File: config.mk
export PLATFORM = sky130hd
export DESIGN_NAME = bhmm_cell
export DESIGN_NICKNAME = d
export VERILOG_FILES = /design/src/rtl/core/bhmm_pkg.sv /design/src/rtl/core/bhmm_cell.sv
export SDC_FILE = /design/constraint.sdc
export NUM_CORES = 2
export LEC_CHECK = 0
export BUFFER_PORTS_ARGS = -buffer_cell sky130_fd_sc_hd__buf_4
export CAP_MARGIN = 20
export CORE_MARGIN = 2
export CORE_UTILIZATION = 50
export DETAILED_ROUTE_END_ITERATION = 10
export GPL_ROUTABILITY_DRIVEN = 1
export PLACE_DENSITY = 0.67
export RECOVER_POWER = 100
export SLEW_MARGIN = 10
export SYNTH_ARGS = -nofsm -noshare
export SYNTH_HDL_FRONTEND = slang
export SYNTH_SLANG_ARGS = --single-unit
File: constraint.sdc
create_clock -name i_clk -period 12 [get_ports i_clk]
set_clock_uncertainty 0.15 [all_clocks]
set_input_delay 1.2 -clock i_clk [delete_from_list [all_inputs] [get_ports i_clk]]
set_output_delay 1.2 -clock i_clk [all_outputs]
set_load 0.005 [all_outputs]
File: src/rtl/core/bhmm_pkg.sv
// ----------------------------------------------------------------------------
// bhmm_pkg
// Shared types and codes of the batched half-precision matrix multiply unit.
// ----------------------------------------------------------------------------
package bhmm_pkg;

    // command actions
    localparam logic [1:0] ACT_WR_A    = 2'd0;
    localparam logic [1:0] ACT_WR_B    = 2'd1;
    localparam logic [1:0] ACT_COMPUTE = 2'd2;
    localparam logic [1:0] ACT_RD_C    = 2'd3;

    // configuration register indexes
    localparam logic [1:0] REG_ROWS  = 2'd0;
    localparam logic [1:0] REG_COLS  = 2'd1;
    localparam logic [1:0] REG_DEPTH = 2'd2;

    localparam logic [6:0] DIM_RESET = 7'd64;

    typedef struct packed {
        logic [1:0]  action;
        logic [5:0]  row_index;
        logic [5:0]  col_index;
        logic [15:0] elem_value;
    } t_cmd;

    typedef struct packed {
        logic [5:0]  out_row;
        logic [5:0]  out_col;
        logic [15:0] out_value;
    } t_result;

    // control that travels along the cell chain with each depth step
    typedef struct packed {
        logic valid;
        logic first;
        logic last;
    } t_link_ctl;

endpackage

File: src/rtl/core/bhmm_cell.sv
// ----------------------------------------------------------------------------
// bhmm_cell
// One column cell: holds a column of B and of C, multiplies the A element
// passing by with its B element and accumulates in single precision.
// ----------------------------------------------------------------------------
module bhmm_cell #(
    parameter int  MAX_DIM  = 64,
    parameter int  CELL_IDX = 0,
    localparam int IW       = $clog2(MAX_DIM)
) (
    input  logic                  i_clk,
    input  logic                  i_rst_n,
    input  bhmm_pkg::t_link_ctl   i_link,
    input  logic [IW-1:0]         i_row,
    input  logic [IW-1:0]         i_dep,
    input  logic [15:0]           i_a,
    output bhmm_pkg::t_link_ctl   o_link,
    output logic [IW-1:0]         o_row,
    output logic [IW-1:0]         o_dep,
    output logic [15:0]           o_a,
    input  logic                  i_b_we,
    input  logic [IW-1:0]         i_b_col,
    input  logic [IW-1:0]         i_b_addr,
    input  logic [15:0]           i_b_data,
    input  logic [IW-1:0]         i_ncols_m1,
    input  logic                  i_c_re,
    input  logic [IW-1:0]         i_c_addr,
    output logic [31:0]           o_c_data
);
    import bhmm_pkg::*;

    localparam logic [IW-1:0] MY_IDX = IW'(CELL_IDX);

    function automatic logic [4:0] lzc22(input logic [21:0] v);
        logic [4:0] n;
        n = 5'd21;
        for (int i = 0; i < 22; i++) begin
            if (v[i]) n = 5'(21 - i);
        end
        return n;
    endfunction

    function automatic logic [4:0] lzc28(input logic [27:0] v);
        logic [4:0] n;
        n = 5'd27;
        for (int i = 0; i < 28; i++) begin
            if (v[i]) n = 5'(27 - i);
        end
        return n;
    endfunction

    t_link_ctl     r_ctl, r_s1_ctl, r_s2_ctl, r_s3_ctl, r_s4_ctl;
    logic [IW-1:0] r_row, r_dep, r_s1_row, r_s2_row, r_s3_row, r_s4_row;
    logic [15:0]   r_a, r_s1_a, r_b;
    logic [15:0]   r_bmem [MAX_DIM];
    logic [31:0]   r_cmem [MAX_DIM];
    logic [31:0]   r_c_rd;

    logic          r_s2_sign, r_s2_nan, r_s2_inf;
    logic [21:0]   r_s2_p;
    logic [5:0]    r_s2_e;
    logic          r_s3_sign, r_s3_nan, r_s3_inf;
    logic [7:0]    r_s3_exp;
    logic [23:0]   r_s3_sig;
    logic          r_s4_sign, r_s4_zsign, r_s4_nan, r_s4_inf, r_s4_isign;
    logic [27:0]   r_s4_sum;
    logic [7:0]    r_s4_exp;
    logic          r_acc_sign, r_acc_nan, r_acc_inf;
    logic [7:0]    r_acc_exp;
    logic [23:0]   r_acc_sig;

    // ---------------- multiply ----------------
    logic [4:0]  w_ea, w_eb;
    logic [9:0]  w_ma, w_mb;
    logic [10:0] w_siga, w_sigb;
    logic        w_a_nan, w_b_nan, w_a_inf, w_b_inf, w_a_zero, w_b_zero;
    logic [21:0] w_prod;
    logic [5:0]  w_pexp;
    logic        w_p_nan, w_p_inf;

    assign w_ea     = r_s1_a[14:10];
    assign w_ma     = r_s1_a[9:0];
    assign w_eb     = r_b[14:10];
    assign w_mb     = r_b[9:0];
    assign w_siga   = {(w_ea != 5'd0), w_ma};
    assign w_sigb   = {(w_eb != 5'd0), w_mb};
    assign w_a_nan  = (w_ea == 5'h1F) && (w_ma != 10'd0);
    assign w_b_nan  = (w_eb == 5'h1F) && (w_mb != 10'd0);
    assign w_a_inf  = (w_ea == 5'h1F) && (w_ma == 10'd0);
    assign w_b_inf  = (w_eb == 5'h1F) && (w_mb == 10'd0);
    assign w_a_zero = (w_ea == 5'd0) && (w_ma == 10'd0);
    assign w_b_zero = (w_eb == 5'd0) && (w_mb == 10'd0);
    assign w_prod   = w_siga * w_sigb;
    assign w_pexp   = {1'b0, (w_ea == 5'd0) ? 5'd1 : w_ea}
                    + {1'b0, (w_eb == 5'd0) ? 5'd1 : w_eb};
    assign w_p_nan  = w_a_nan || w_b_nan || (w_a_inf && w_b_zero) || (w_b_inf && w_a_zero);
    assign w_p_inf  = (w_a_inf || w_b_inf) && !w_p_nan;

    // ---------------- product normalize ----------------
    logic [4:0]  w_plz;
    logic        w_pzero;
    logic [23:0] w_nsig;
    logic [7:0]  w_nexp;

    assign w_plz   = lzc22(r_s2_p);
    assign w_pzero = (r_s2_p == 22'd0);
    assign w_nsig  = w_pzero ? 24'd0 : ({r_s2_p, 2'b00} << w_plz);
    assign w_nexp  = w_pzero ? 8'd0 : 8'({2'b00, r_s2_e} + 8'd98 - {3'b000, w_plz});

    // ---------------- add: align and sum ----------------
    logic        w_x_sign, w_x_nan, w_x_inf;
    logic [7:0]  w_x_exp;
    logic [23:0] w_x_sig;
    logic        w_y_big;
    logic        w_b_sign, w_s_sign;
    logic [7:0]  w_b_exp, w_s_exp, w_diff;
    logic [23:0] w_b_sig, w_s_sig;
    logic [26:0] w_sext, w_sraw, w_smask, w_sal, w_bext;
    logic        w_sstk;
    logic [27:0] w_sum;
    logic        w_add_nan, w_add_inf;

    // a new sum starts from +0
    assign w_x_sign = r_s3_ctl.first ? 1'b0  : r_acc_sign;
    assign w_x_nan  = r_s3_ctl.first ? 1'b0  : r_acc_nan;
    assign w_x_inf  = r_s3_ctl.first ? 1'b0  : r_acc_inf;
    assign w_x_exp  = r_s3_ctl.first ? 8'd0  : r_acc_exp;
    assign w_x_sig  = r_s3_ctl.first ? 24'd0 : r_acc_sig;

    assign w_y_big  = {r_s3_exp, r_s3_sig} > {w_x_exp, w_x_sig};
    assign w_b_sign = w_y_big ? r_s3_sign : w_x_sign;
    assign w_s_sign = w_y_big ? w_x_sign  : r_s3_sign;
    assign w_b_exp  = w_y_big ? r_s3_exp  : w_x_exp;
    assign w_s_exp  = w_y_big ? w_x_exp   : r_s3_exp;
    assign w_b_sig  = w_y_big ? r_s3_sig  : w_x_sig;
    assign w_s_sig  = w_y_big ? w_x_sig   : r_s3_sig;
    assign w_diff   = w_b_exp - w_s_exp;
    assign w_sext   = {w_s_sig, 3'b000};
    assign w_bext   = {w_b_sig, 3'b000};
    assign w_sraw   = w_sext >> w_diff[4:0];
    assign w_smask  = ~(27'h7FF_FFFF << w_diff[4:0]);
    assign w_sstk   = |(w_sext & w_smask);
    assign w_sal    = (w_diff >= 8'd27) ? {26'd0, |w_s_sig}
                                        : {w_sraw[26:1], w_sraw[0] | w_sstk};
    assign w_sum    = (w_b_sign == w_s_sign) ? ({1'b0, w_bext} + {1'b0, w_sal})
                                             : ({1'b0, w_bext} - {1'b0, w_sal});
    assign w_add_nan = w_x_nan || r_s3_nan || (w_x_inf && r_s3_inf && (w_x_sign != r_s3_sign));
    assign w_add_inf = (w_x_inf || r_s3_inf) && !w_add_nan;

    // ---------------- add: normalize and round ----------------
    logic [4:0]  w_slz;
    logic [27:0] w_norm;
    logic        w_rinc, w_szero;
    logic [24:0] w_rsig;
    logic [8:0]  w_rexp;
    logic        n_acc_sign;
    logic [7:0]  n_acc_exp;
    logic [23:0] n_acc_sig;
    logic [31:0] n_cword;

    assign w_slz   = lzc28(r_s4_sum);
    assign w_norm  = r_s4_sum << w_slz;
    assign w_rinc  = w_norm[3] & ((|w_norm[2:0]) | w_norm[4]);
    assign w_rsig  = {1'b0, w_norm[27:4]} + {24'd0, w_rinc};
    assign w_rexp  = {1'b0, r_s4_exp} + 9'd1 - {4'd0, w_slz} + {8'd0, w_rsig[24]};
    assign w_szero = (r_s4_sum == 28'd0);

    // exact cancellation gives +0, two negative zeros give -0
    assign n_acc_sign = w_szero ? r_s4_zsign : r_s4_sign;
    assign n_acc_exp  = w_szero ? 8'd0 : w_rexp[7:0];
    assign n_acc_sig  = w_szero ? 24'd0 : (w_rsig[24] ? 24'h80_0000 : w_rsig[23:0]);

    always_comb begin
        if (r_s4_nan) begin
            n_cword = 32'h7FC0_0000;
        end else if (r_s4_inf) begin
            n_cword = {r_s4_isign, 8'hFF, 23'd0};
        end else begin
            n_cword = {n_acc_sign, n_acc_exp, n_acc_sig[22:0]};
        end
    end

    // ---------------- registers ----------------
    always_ff @(posedge i_clk) begin
        if (!i_rst_n) begin
            r_ctl    <= '0;
            r_s1_ctl <= '0;
            r_s2_ctl <= '0;
            r_s3_ctl <= '0;
            r_s4_ctl <= '0;
        end else begin
            r_ctl    <= i_link;
            r_s1_ctl <= r_ctl;
            r_s2_ctl <= r_s1_ctl;
            r_s3_ctl <= r_s2_ctl;
            r_s4_ctl <= r_s3_ctl;
        end
    end

    always_ff @(posedge i_clk) begin
        r_row      <= i_row;
        r_dep      <= i_dep;
        r_a        <= i_a;
        r_s1_row   <= r_row;
        r_s1_a     <= r_a;
        r_s2_row   <= r_s1_row;
        r_s2_sign  <= r_s1_a[15] ^ r_b[15];
        r_s2_nan   <= w_p_nan;
        r_s2_inf   <= w_p_inf;
        r_s2_p     <= w_prod;
        r_s2_e     <= w_pexp;
        r_s3_row   <= r_s2_row;
        r_s3_sign  <= r_s2_sign;
        r_s3_nan   <= r_s2_nan;
        r_s3_inf   <= r_s2_inf;
        r_s3_exp   <= w_nexp;
        r_s3_sig   <= w_nsig;
        r_s4_row   <= r_s3_row;
        r_s4_sign  <= w_b_sign;
        r_s4_zsign <= w_x_sign & r_s3_sign;
        r_s4_nan   <= w_add_nan;
        r_s4_inf   <= w_add_inf;
        r_s4_isign <= w_x_inf ? w_x_sign : r_s3_sign;
        r_s4_sum   <= w_sum;
        r_s4_exp   <= w_b_exp;
        if (r_s4_ctl.valid) begin
            // an infinite sum keeps the sign of its infinity
            r_acc_sign <= r_s4_inf ? r_s4_isign : n_acc_sign;
            r_acc_exp  <= n_acc_exp;
            r_acc_sig  <= n_acc_sig;
            r_acc_nan  <= r_s4_nan;
            r_acc_inf  <= r_s4_inf;
        end
    end

    // local column of B
    always_ff @(posedge i_clk) begin
        if (i_b_we && (i_b_col == MY_IDX)) begin
            r_bmem[i_b_addr] <= i_b_data;
        end
        r_b <= r_bmem[r_dep];
    end

    // local column of C
    always_ff @(posedge i_clk) begin
        if (r_s4_ctl.valid && r_s4_ctl.last && (MY_IDX <= i_ncols_m1)) begin
            r_cmem[r_s4_row] <= n_cword;
        end
        if (i_c_re) begin
            r_c_rd <= r_cmem[i_c_addr];
        end
    end

    assign o_link   = r_ctl;
    assign o_row    = r_row;
    assign o_dep    = r_dep;
    assign o_a      = r_a;
    assign o_c_data = r_c_rd;

endmodule

# After elaboration in Yosys (flattened, before gate mapping)
# Memory sizes are Yosys's and may differ from the RTL's. A register that Yosys moved wholly into a read port is not among the register bits.
# Index checks and enable logic that the tools add are counted.
# W data, S select, Z words.
# word_totals
regBits	224
ram_bits	3072
inputBits	75
wordCells	189
n_memories	2
# op_classes
addsub	10
multipliers	1
order_cmp	3
eq_ne	4
shift	4
n_mux	75
bitwise_logic	7
n_reduce_logical	38
# memory_table
name	words	width	rd	rd_clocked_by_memory_dff	write_ports	line	text
r_cmem	64	32	1	1	1	bhmm_cell.sv:56	logic [31:0] r_cmem [MAX_DIM];
r_bmem	64	16	1	1	1	bhmm_cell.sv:55	logic [15:0] r_bmem [MAX_DIM];
# op_table
cell	n
$mux W5	48
$mux W24	4
$mux W32	2
$gt A32 B32 Y1	1
$mux W8	4
$add A27 B27 Y28	1
$logic_not A28 Y1	1
$mux W28	1
$shl A28 B5 Y28	1
$sub A27 B27 Y28	1
$and A27 B27 Y27	1
$mux W27	1
$not A27 Y27	1
$reduce_or A27 Y1	1
$shl A27 B5 Y27 const A	1
$shr A27 B5 Y27	1
$add A24 B1 Y25	1
$reduce_or A24 Y1	1
$shl A24 B5 Y24	1
$mux W23	1
$logic_not A22 Y1	1
$mul A11 B11 Y22	1
$logic_not A10 Y1	2
$reduce_bool A10 Y1	2
other kinds (22)	62

# Logic depth before layout (Yosys ltp)
# depth
ltp_word	36
ltp_mapped	52
depth_no_buf	42

# Worst setup path after synthesis
# No wires, ideal clock.
# synth_timing
kind	register to register
from	register r_s3_ctl[1] (netlist name)
to	register r_s4_sum[25]
setup_time_ns	0.123
t_arrival_ns	9.794
slack_ns	1.932
path_stages_with_launch	48
period_less_slack_ns	10.068
cell_sequence	dfxtp_1 > clkbuf_1 > inv_1 > clkbuf_1 > buf_1 > nand2_1 > ha_1 > nand3_1 > or4_4 > o21a_1 > o211a_4 > o21ai_4 > buf_6 > buf_12 > buf_8 > buf_2 > clkbuf_1 > clkbuf_1 > [... 12 more ...] > inv_1 > fa_1 > o21bai_1 > a21oi_1 > nor2_1 > nor2_1 > o21bai_1 > a21oi_1 > o21ai_0 > a2111oi_0 > o41ai_1 > nand2_1 > a31oi_1 > a221oi_1 > o31a_1 > nor2_1 > a21oi_1 > xor2_1
# synth_via
elab_chain_cells	12
# synth_lines
item	line	text
from (decl)	bhmm_cell.sv:52	t_link_ctl r_ctl, r_s1_ctl, r_s2_ctl, r_s3_ctl, r_s4_ctl;
from (signal assigned)	bhmm_cell.sv:195	r_s3_ctl <= r_s2_ctl;
$mux W24 or $mux W8 (tied branches)	bhmm_cell.sv:128, bhmm_cell.sv:127	
$gt A32 B32 Y1	bhmm_cell.sv:130	assign w_y_big = {r_s3_exp, r_s3_sig} > {w_x_exp, w_x_sig};
$mux W8, on equally long branches	bhmm_cell.sv:133, bhmm_cell.sv:134	
$sub A8 B8 Y8	bhmm_cell.sv:137	assign w_diff = w_b_exp - w_s_exp;
$shl A27 B5 Y27	bhmm_cell.sv:141	assign w_smask = ~(27'h7FF_FFFF << w_diff[4:0]);
$not A27 Y27	bhmm_cell.sv:141	
$and A27 B27 Y27	bhmm_cell.sv:142	assign w_sstk = |(w_sext & w_smask);
$reduce_or A27 Y1	bhmm_cell.sv:142	
$or A1 B1 Y1	bhmm_cell.sv:144	: {w_sraw[26:1], w_sraw[0] | w_sstk};
$mux W27	bhmm_cell.sv:143	assign w_sal = (w_diff >= 8'd27) ? {26'd0, |w_s_sig}
$sub A27 B27 Y28 or $add A27 B27 Y28 (tied branches)	bhmm_cell.sv:146, bhmm_cell.sv:145	
$mux W28 *	bhmm_cell.sv:145	assign w_sum = (w_b_sign == w_s_sign) ? ({1'b0, w_bext} + {1'b0, w_sal})
named net w_sum[25]	bhmm_cell.sv:120	logic [27:0] w_sum;
to (signal assigned)	bhmm_cell.sv:224	r_s4_sum <= w_sum;
to (decl)	bhmm_cell.sv:66	logic [27:0] r_s4_sum;
# Mark *: on every way through the listed nets, which the timed path passes. The rest lies on a longest branch.
# A chain may end at the register's enable or synchronous reset.

==> impl_metrics.ini <==
[status]
status = finished, violations left
violations = capacitance limit, slew limit

[setup_path]
worst_r2r_endpoint = r_cmem[52][16]
r2r-start = r_s4_sum[4]
slowest_delay_ns = 3.17
cpMostUsedCell = clkbuf_1
arrival_ns = 11.19
rrSetupSlack_ns = 1.17
r2r_cells = 16
crit_required_ns = 12.36
path_class = input port to flop
endpoint_kind = flop
cp-start-kind = input port
worst_path_max_delay_cell = clkbuf_1
path_buf_inv = 3
crit_chain = clkbuf_1 > clkbuf_1 > clkbuf_1 > mux4_2 > mux2i_1 > o21ai_0
crit_fanout = 42
crit_family = buffers and inverters

[floorplanning]
ioPinCount = 138
dieArea_um2 = 281000
start_util = 0.501
die_width_um = 530
chipHeight_um = 530
core_um2 = 276000
rows = 193

[timing]
fmax_ghz = 0.0923
tightest_slew_ns = 9.47
layout_min_cycle_time_ns = 10.83
slew_viol_final = 5089
finalSetupTns_ns = 0
finalSetupViolations = 0
finalCritPeriodShare = 0.903
hold_viol = 0
max_slew_margin = -5.32
rsz0062_at_grt = false
whs_ns = 0.174
layout_setup_ws_ns = 1.17

[flow_run]
max_cap_viol_count = 119

[hold_path]
hold_depth = 0
hold_end = r_s3_sign
min-delay-start = r_s2_sign
hold_path.class = flop to flop

[routing]
drtIter0Drc = 8779
detail_route.wl_per_cell_um = 30.6
via_per_inst = 6.24
vias = 71200
drt_first_pass_iters = 8
ant_nets = 0
drc = 0
drt_wl_total_mm = 348

[yosys]
synth-edff-count = 3139
yosysTopAreaCell = edfxtp_1
synth_cell_types = 90
syn_area_um2 = 138000
synthTopCellsByCount = edfxtp_1 (3139), mux4_2 (1011), nor2_1 (359), nand2_1 (291), clkbuf_1 (247)
syn-num-nets = 7407
synth_top_area_frac = 0.682
synth-seq-cells = 3342
synthFlopType = edfxtp_1
synthCells = 7080
ys_seq_area_frac = 0.712
async_reset_ff_frac = 0
yosys_warnings = 0
synth_most_common_cell = edfxtp_1
syn_avg_cell_area_um2 = 19.5
synthTopCellsByArea = edfxtp_1 (68%), mux4_2 (16%), dfxtp_1 (2.9%)

[clock_tree]
cts_buffers = 339
cts_resized = 0
htree_levels = 5
ctsLongestPathBuffers = 4
postCtsSetupBuffers = 0
cts.sinks = 3342
hold_buffers = 0
tritoncts = yes
root_buffer = clkbuf_16
insertion_delay_ns = 0.93
clk_pin_slew_ns = 0.06

[placed_design]
hpwlAfterDp_mm = 198
io_buffers = 131
dp.cells = 10800
gp_congestion = 0.899
pre_cts_slack_ns = 1.71

[global_routing]
grt_max_degree = 150
grt_usage = 0.247
antenna_found_initial = 26
grt_overflow_total = 0
grt_pass1_wl_mm = 499
grt_pass1_vias = 70700

[cells_and_area]
area_delta_synth_final_pct = 12.2
fin_cells = 11400
final_layout_size_suffix_gt1_frac = 0.235
layout.nets = 7731

[pwr]
peakVddDrop_mv = 0.236
power.density_nw_per_um2 = 224
power_leakage_nw = 50.2
-- how the worst max path moves through the flow --
| stage | from | to | slack, ns | cells after the start |
|---|---|---|---|---|
| 2_1_floorplan | r_s3_ctl[1] | r_s4_sum[25] | 1.93 | 47 |
| 3_3_place_gp | r_s3_ctl[1] | r_s4_sum[27] | 1.62 | 42 |
| 3_5_place_dp | r_s3_ctl[1] | r_s4_sum[27] | 1.71 | 40 |
| 4_1_cts | r_s3_ctl[1] | r_s4_sum[27] | 1.63 | 40 |
| 5_1_grt | i_c_addr[2] | o_c_data[19] | 0.35 | 6 |
| 6_report | i_c_addr[2] | o_c_data[19] | 1.17 | 6 |
-- final cells by class --
| class | count | area [µm²] |
|---|---|---|
| Timing Repair Buffer | 354 | 2060 |
| Clock inverter | 191 | 1990 |
| Sequential cell | 3342 | 98300 |
| Antenna cell | 11 | 27.5 |
| Tap cell | 3705 | 4640 |
| Multi-Input combinational cell | 3139 | 38100 |
| Clock buffer | 429 | 9010 |
| Inverter | 228 | 856 |
| Fill cell | 20800 | 121000 |
-- cell families after synthesis --
kind of cell,count (synthesis),synth area share
compound gates,588,0.0272
xor+xnor,75,0.00481
fa+ha+maj,252,0.0274
buf+inv,599,0.0167
flops,3342,0.712
mux,1169,0.177
simple gates,1055,0.0357
-- flip-flops by register name, summed over array words and instances (netlist names), 16 cells and up --
| signal | count |
|---|---|
| r_acc_sig | 24 |
| r_cmem | 2048 |
| r_bmem | 1024 |
| r_b | 16 |
| r_s3_sig | 22 |
| o_a | 16 |
| r_s1_a | 16 |
| r_s4_sum | 28 |
| o_c_data | 32 |
| r_s2_p | 22 |
-- report_power, final --
group | internal, mW | total (mW) | switching [mW]
sequential | 14.6 | 15.0 | 0.368
combinational | 3.09 | 9.33 | 6.23
clock | 5.96 | 10.4 | 4.45
-- placed cells by master, fill, tap and decap left out, types with 51 or more instances in the layout --
master / n
clkinv_1: 78
clkbuf_4: 88
inv_1: 226
clkinv_2: 51
edfxtp_1: 3139
nor2_4: 66
o21ai_0: 150
buf_4: 68
nand2_1: 291
fa_1: 85
a21oi_1: 169
ha_1: 167
nand3_1: 51
clkbuf_16: 346
nor2_1: 290
nor3_1: 55
clkbuf_1: 257
mux4_2: 1011
and2_1: 59
dfxtp_1: 201
mux2i_1: 117
-- per-layer routing --
layer / track usage / up-vias / part of all wire
li1: - / 29500 / -
met1: 0.358 / 38000 / 0.40
met2: 0.393 / 3225 / 0.48
met3: 0.0402 / 498 / 0.086
met4: 0.0666 / 2 / 0.028
met5: 0 / - / 0.00010
-- metrics by stage --
step	utilization	instance area [µm²]	power, mW
2_1_floorplan	-	138000	21.1
3_3_place_gp	0.525	145000	24.2
3_5_place_dp	0.525	145000	24.4
4_1_cts	0.565	156000	34.7
5_1_grt	0.562	155000	36.3
6_report	0.562	155000	34.7
(Power assumes the default switching activity.)
